## config.mk

```make
export PLATFORM = sky130hd
export DESIGN_NAME = peak_picker_min_separation_top
export DESIGN_NICKNAME = d
export VERILOG_FILES = /design/src/hw/rtl/ppms_pkg.sv /design/src/hw/rtl/peak_picker_min_separation_top.sv
export SDC_FILE = /design/constraint.sdc
export NUM_CORES = 1
export LEC_CHECK = 0
export BUFFER_PORTS_ARGS = -buffer_cell sky130_fd_sc_hd__clkbuf_2
export CAP_MARGIN = 25
export CORE_MARGIN = 5
export CORE_UTILIZATION = 50
export DETAILED_ROUTE_END_ITERATION = 7
export MAX_ROUTING_LAYER = met4
export PLACE_DENSITY = 0.7
export SYNTH_ARGS = -nofsm -noshare
export SYNTH_HDL_FRONTEND = slang
export SYNTH_SLANG_ARGS = --single-unit
```

## constraint.sdc

```tcl
create_clock -name clk -period 5.45 [get_ports clk]
set_input_delay 0.8175 -clock clk [delete_from_list [all_inputs] [get_ports clk]]
set_output_delay 0.8175 -clock clk [all_outputs]
set_load 0.05 [all_outputs]
```

## src/hw/rtl/ppms_pkg.sv

```systemverilog
// Package for the peak picker with minimum separation.
// Holds the sample and index widths, the payload structs and register codes.
// No dependencies.
`default_nettype none

package ppms_pkg;

  localparam int SAMPLE_W = 16;
  localparam int INDEX_W  = 16;
  localparam int SEP_W    = 16;
  localparam int ADDR_W   = 3;
  localparam int DATA_W   = 32;

  // register index, taken from the word address
  localparam logic REG_MIN_SEPARATION = 1'b0;

  localparam logic [SEP_W-1:0] MIN_SEP_RESET = 16'd1;

  typedef logic signed [SAMPLE_W-1:0] sample_t;
  typedef logic [INDEX_W-1:0]         index_t;
  typedef logic [SEP_W-1:0]           sep_t;

  typedef struct packed {
    sample_t sample;
    logic    last_sample;
  } in_item_t;

  typedef struct packed {
    index_t  peak_index;
    sample_t peak_value;
    logic    peak_valid;
    logic    sequence_end;
    logic    index_overflow;
  } out_item_t;

endpackage

`default_nettype wire

```

## src/hw/rtl/peak_picker_min_separation_top.sv

```systemverilog
// Top level of the peak picker with minimum separation; needs ppms_pkg for widths and structs.
// A result is registered into the output queue and offered on out_valid at the queue head.
// One sample per cycle while in_stall is low; the peak decision is one compare stage on the
// sample registers, and results leave through a three-entry output queue.
// in_stall rises while two or more results wait in that queue.
// Reset (rst_n low, synchronous): sequence state and queue cleared, min_separation = 1.
`default_nettype none

module peak_picker_min_separation_top
  import ppms_pkg::*;
(
  input  wire               clk,
  input  wire               rst_n,
  // sample channel
  input  wire               in_valid,
  output logic              in_stall,
  input  in_item_t          in_data,
  // result channel
  output logic              out_valid,
  input  wire               out_stall,
  output out_item_t         out_data,
  // configuration port
  input  wire               psel,
  input  wire               penable,
  input  wire               pwrite,
  input  wire [ADDR_W-1:0]  paddr,
  input  wire [DATA_W-1:0]  pwdata,
  output logic [DATA_W-1:0] prdata,
  output logic              pready
);

  localparam int QDEPTH = 3;
  localparam int CNT_W  = 2;
  localparam int SUM_W  = ((INDEX_W > SEP_W) ? INDEX_W : SEP_W) + 1;
  localparam index_t IMAX = '1;

  // configuration
  sep_t min_sep_r;

  // sequence state
  sample_t prev_r;
  sample_t older_r;
  index_t  pos_r;
  logic    ovf_r;
  logic    pend_r;
  index_t  pend_pos_r;
  sample_t pend_lvl_r;

  sample_t prev_nxt;
  sample_t older_nxt;
  index_t  pos_nxt;
  logic    ovf_nxt;
  logic    pend_nxt;
  index_t  pend_pos_nxt;
  sample_t pend_lvl_nxt;

  // output queue, entry 0 is the head
  out_item_t        q_r   [QDEPTH];
  out_item_t        q_nxt [QDEPTH];
  logic [CNT_W-1:0] cnt_r;
  logic [CNT_W-1:0] cnt_nxt;

  logic      in_acc;
  logic      out_acc;
  logic      is_peak;
  index_t    cand;
  logic      far;
  logic      push_out;
  out_item_t push_res;
  out_item_t end_res;
  out_item_t res0;
  out_item_t res1;
  logic [CNT_W-1:0] cnt_pop;
  logic [CNT_W-1:0] n_push;
  out_item_t shifted [QDEPTH];
  logic [SUM_W-1:0] sep_lim;
  logic      cfg_wr;

  assign pready   = 1'b1;
  assign prdata   = DATA_W'(min_sep_r);
  assign cfg_wr   = psel && penable && pwrite && (paddr[ADDR_W-1] == REG_MIN_SEPARATION);

  assign in_stall  = (cnt_r > CNT_W'(1));
  assign in_acc    = in_valid && !in_stall;
  assign out_valid = (cnt_r != '0);
  assign out_data  = q_r[0];
  assign out_acc   = out_valid && !out_stall;

  // peak decision on the sample held in prev_r
  always_comb begin
    is_peak = (pos_r >= INDEX_W'(2)) && (prev_r > older_r) && (prev_r > in_data.sample);
    cand    = (pos_r == IMAX && ovf_r) ? IMAX : pos_r - INDEX_W'(1);
    sep_lim = SUM_W'(pend_pos_r) + SUM_W'(min_sep_r);
    far     = SUM_W'(cand) > sep_lim;
  end

  always_comb begin
    prev_nxt     = prev_r;
    older_nxt    = older_r;
    pos_nxt      = pos_r;
    ovf_nxt      = ovf_r;
    pend_nxt     = pend_r;
    pend_pos_nxt = pend_pos_r;
    pend_lvl_nxt = pend_lvl_r;
    push_out     = 1'b0;

    push_res.peak_index     = pend_pos_r;
    push_res.peak_value     = pend_lvl_r;
    push_res.peak_valid     = 1'b1;
    push_res.sequence_end   = 1'b0;
    push_res.index_overflow = 1'b0;

    if (in_acc) begin
      if (is_peak) begin
        if (!pend_r || far) begin
          push_out     = pend_r;
          pend_nxt     = 1'b1;
          pend_pos_nxt = cand;
          pend_lvl_nxt = prev_r;
        end else if (prev_r > pend_lvl_r) begin
          pend_pos_nxt = cand;
          pend_lvl_nxt = prev_r;
        end
      end
      if (pos_r != IMAX) begin
        pos_nxt = pos_r + INDEX_W'(1);
      end else if (!in_data.last_sample) begin
        ovf_nxt = 1'b1;
      end
      older_nxt = prev_r;
      prev_nxt  = in_data.sample;
    end

    // end result reflects the pending peak after this sample
    end_res.peak_index     = pend_nxt ? pend_pos_nxt : '0;
    end_res.peak_value     = pend_nxt ? pend_lvl_nxt : '0;
    end_res.peak_valid     = pend_nxt;
    end_res.sequence_end   = 1'b1;
    end_res.index_overflow = ovf_nxt;

    if (in_acc && in_data.last_sample) begin
      prev_nxt     = '0;
      older_nxt    = '0;
      pos_nxt      = '0;
      ovf_nxt      = 1'b0;
      pend_nxt     = 1'b0;
      pend_pos_nxt = '0;
      pend_lvl_nxt = '0;
    end
  end

  // queue: pop the head, then append up to two results
  always_comb begin
    res0    = push_out ? push_res : end_res;
    res1    = end_res;
    n_push  = in_acc ? (CNT_W'(push_out) + CNT_W'(in_data.last_sample)) : '0;
    cnt_pop = cnt_r - CNT_W'(out_acc);
    for (int i = 0; i < QDEPTH; i++) begin
      shifted[i] = (out_acc && i < QDEPTH - 1) ? q_r[(i + 1) % QDEPTH] : q_r[i];
    end
    for (int i = 0; i < QDEPTH; i++) begin
      if (CNT_W'(i) < cnt_pop) begin
        q_nxt[i] = shifted[i];
      end else if (CNT_W'(i) == cnt_pop) begin
        q_nxt[i] = res0;
      end else begin
        q_nxt[i] = res1;
      end
    end
    cnt_nxt = cnt_pop + n_push;
  end

  always_ff @(posedge clk) begin
    if (!rst_n) begin
      min_sep_r  <= MIN_SEP_RESET;
      prev_r     <= '0;
      older_r    <= '0;
      pos_r      <= '0;
      ovf_r      <= 1'b0;
      pend_r     <= 1'b0;
      pend_pos_r <= '0;
      pend_lvl_r <= '0;
      cnt_r      <= '0;
    end else begin
      if (cfg_wr) begin
        min_sep_r <= pwdata[SEP_W-1:0];
      end
      prev_r     <= prev_nxt;
      older_r    <= older_nxt;
      pos_r      <= pos_nxt;
      ovf_r      <= ovf_nxt;
      pend_r     <= pend_nxt;
      pend_pos_r <= pend_pos_nxt;
      pend_lvl_r <= pend_lvl_nxt;
      cnt_r      <= cnt_nxt;
    end
  end

  always_ff @(posedge clk) begin
    for (int i = 0; i < QDEPTH; i++) begin
      q_r[i] <= q_nxt[i];
    end
  end

  a_cnt_bound: assert property (@(posedge clk) disable iff (!rst_n)
    cnt_r <= CNT_W'(QDEPTH))
    else $error("output queue count beyond depth");

  a_last_clears: assert property (@(posedge clk) disable iff (!rst_n)
    in_valid && !in_stall && in_data.last_sample |=> pos_r == '0 && !pend_r && !ovf_r)
    else $error("sequence state not cleared after last sample");

  a_end_queued: assert property (@(posedge clk) disable iff (!rst_n)
    in_valid && !in_stall && in_data.last_sample |=> cnt_r != '0)
    else $error("end result missing from output queue");

  a_ovf_on_end: assert property (@(posedge clk) disable iff (!rst_n)
    out_valid && out_data.index_overflow |-> out_data.sequence_end)
    else $error("overflow flag on a result that is not the end result");

endmodule

`default_nettype wire
```

==> flow_summary_export.csv <==
group,metric,value,unit
sta,max-slew-margin-rel,0.401,
grt,antenna_found_initial,0,
cts,cts-root-buf,"clkbuf_16",
cts,clock_path_buffers,3,
routing,dr.pass1.iters,7,
yosys,synth.distinct_cells,69,
cells_and_area,drive_above_1_share,0.132,
die,die_h,163,µm
worst_setup_path,start_kind,"flip-flop",
worst_setup_path,r2r_start,"min_sep_r[1]",
cts,cts_resized,0,
yosys,syn-instance-count,1239,
routing,post_drt_wl_per_cell,17.5,µm
place,gp_congestion,0.929,
worst_setup_path,cp_max_fo,16,
die,pin_count,129,
grt,grt_overflow,0,
sta,fin_crit_sh,0.954,
run,cap_violations,0,
cts,clk_latency,0.50,ns
yosys,synth_common_cells,"nand2_1, nor2_1, edfxtp_1",
cts,clock_sinks,205,
routing,drt-initial-drc-count,745,
grt,grt_pass1_wl,44500,µm
grt,grt_start_max_net_pins,51,
worst_setup_path,crit_path_end_kind,"flip-flop",
routing,via_per_inst,5.73,
yosys,syn_area_per_cell,9.45,µm²
cells_and_area,antenna-diode-count,0,
die,die-area,26600,µm²
status,outcome,"finished clean",
routing,drt-total-wl,28200,µm
worst_setup_path,worstPathRequired,5.82,ns
sta,fin_setup_tns,0,ns
yosys,synthMostInstantiatedCell,"nand2_1",
sta,slew_viol_final,0,
yosys,ys_seq_area_frac,0.440,
hold_path,min_delay_worst_endpoint,"older_r[4]",
cts,cts-hold-fix-buffers,0,
die,placementRows,56,
worst_setup_path,path_class,"reg -> reg",
place,dp_hpwl,19500,µm
die,fp.dieW,163,µm
cts,cts_tree,"built",
routing,vias,9219,
worst_setup_path,arrival,5.57,ns
yosys,yosysTopAreaCell,"edfxtp_1",
yosys,synth-edff-count,105,
sta,period_minus_slack,5.20,ns
routing,drc,0,
sta,finalHoldViolations,0,
yosys,synth_top_flop_cell,"edfxtp_1",
sta,grt_setup_unrepaired,"false",
die,core_area,23300,µm²
yosys,netlist_area,11700,µm²
pwr,leakage,5.06,nW
worst_setup_path,rr_worst_depth,19,
hold_path,hp-start,"older_r[4]",
cts,cts_buffers,23,
die,start_util,0.503,
pwr,power_density,471,nW/µm²
yosys,synth_area_leaders,"edfxtp_1, dfxtp_1, ha_1",
cts,postCtsSetupRepairBufs,0,
yosys,synthArstFlopShare,0,
sta,worst_slew_pin_slew,0.898,ns
sta,finalClockSkew,0.00661,ns
cells_and_area,syn_to_final_growth,10.2,%
yosys,ys_ff_latch,205,
yosys,yosys.area.top_type_share,0.269,
cells_and_area,finish.net_count,1418,
routing,ant_nets,0,
sta,setup_violations,0,
pwr,vdd_drop_max,0.335,mV
grt,first_global_vias,8628,
pwr,p_total,0.00609,W
yosys,synth_warnings,0,
cts,clkSlewWorstSetupHoldPaths,0.06,ns
grt,grt_util_all_layers,0.211,
hold_path,hp-class,"reg -> reg",
cts,h-tree-depth,1,
worst_setup_path,r2r_end,"q_r[0][79]",
hold_path,holdPathStages,2,
worst_setup_path,rrSetupSlack,0.25,ns
place,io_buffers,93,
sta,max_clock_freq,0.192,GHz
layout make-up:
class,count,area (µm²)
repair buffers,116,694
flip-flops and latches,205,5150
clock inverters,17,124
well taps,319,399
multi-input cells,859,5700
fillers,2078,10400
inverters,68,255
clock buffers,24,579
where the power goes:
part           switching, W  leakage, nW  internal, W
clock              0.000607        0.350     0.000858
combinational       0.00173         2.72     0.000586
sequential         0.000141         1.99      0.00216
total               0.00248         5.06      0.00360
critical path, cell delays in order (launching register included):
cell       delay [ns]
dfxtp_1          0.42
ha_1             0.26
a21o_1           0.15
a21oi_1          0.22
o21bai_1         0.11
a211o_1          0.33
nor4bb_1         0.16
or3_1            0.37
a21oi_1          0.18
xor2_1           0.18
ha_1             0.28
a21oi_1          0.13
nand2_1          0.06
a2111oi_0        0.53
a31o_2           0.28
or2_2            0.16
a21oi_4          0.11
buf_12           0.21
o22ai_2          0.68
a22o_1           0.23
kinds of logic (layout without fill, tap and decap cells):
group                    Yosys count  after routing  synth area share
AND/OR/NAND/NOR                  398            398             0.151
adder cells (fa/ha/maj)           86             86            0.0925
XOR/XNOR                          41             41            0.0307
AO/OA/AOI/OAI                    283            284             0.174
other                              2             17          0.000641
buffers and inverters            191            225            0.0824
multiplexers                      33             33            0.0282
flip-flops                       205            205             0.440
cells in the final DEF (no fill, tap or decap), drive strengths merged, types with 9 or more instances in the layout:
cell,netlist,layout
clkinv,0,15
edfxtp,105,105
nand4,15,15
nand2,157,157
xor2,18,18
xnor2,23,23
a22o,25,25
a21o,9,9
nor2,130,130
conb,2,17
a221oi,27,27
mux2i,33,33
ha,85,85
a21oi,73,73
a32oi,31,31
o211ai,30,30
buf,73,23
nand3,39,39
clkbuf,50,117
nor3,14,14
inv,68,68
a21boi,15,15
o21ai,26,26
dfxtp,100,100
worst max-delay path by stage:
| stage | start | end | slack [ns] | depth (start not counted) |
|---|---|---|---|---|
| 2_1_floorplan | min_sep_r[1] | q_r[0][90] | 0.50 | 19 |
| 3_3_place_gp | min_sep_r[1] | q_r[0][83] | 0.32 | 19 |
| 3_5_place_dp | min_sep_r[1] | q_r[0][89] | 0.29 | 19 |
| 4_1_cts | min_sep_r[1] | q_r[0][89] | 0.27 | 19 |
| 5_1_grt | min_sep_r[1] | q_r[0][56] | 0.02 | 19 |
| 6_report | min_sep_r[1] | q_r[0][79] | 0.25 | 19 |
per-stage QoR:
step | area, µm² | cells | hold WS [ns] | utilization | setup WS, ns
after floorplan | 11800 | 1254 | 0.436 | - | 0.504
after global placement | 12200 | 1564 | 0.442 | 0.522 | 0.324
after detailed placement | 12200 | 1564 | 0.447 | 0.522 | 0.294
after CTS | 12900 | 1605 | 0.455 | 0.553 | 0.272
after global routing | 12900 | 1608 | 0.466 | 0.555 | 0.0246
final | 12900 | 1608 | 0.454 | 0.555 | 0.249
state kept, by name (all words and copies together) (netlist names):
signal	cells
prev_r	16
older_r	16
q_r	105
pend_lvl_r	16
cnt_r	2
pend_r	1
pos_r	16
min_sep_r	16
pend_pos_r	16
ovf_r	1
per-layer routing:
layer	track usage	routed length, µm	up-vias
met2	0.319	12400	325
met1	0.304	13200	4351
met5	-	0	-
li1	-	-	4492
met3	0.0245	2010	51
met4	0.0576	584	0
Power figures use the tool's default switching activity.
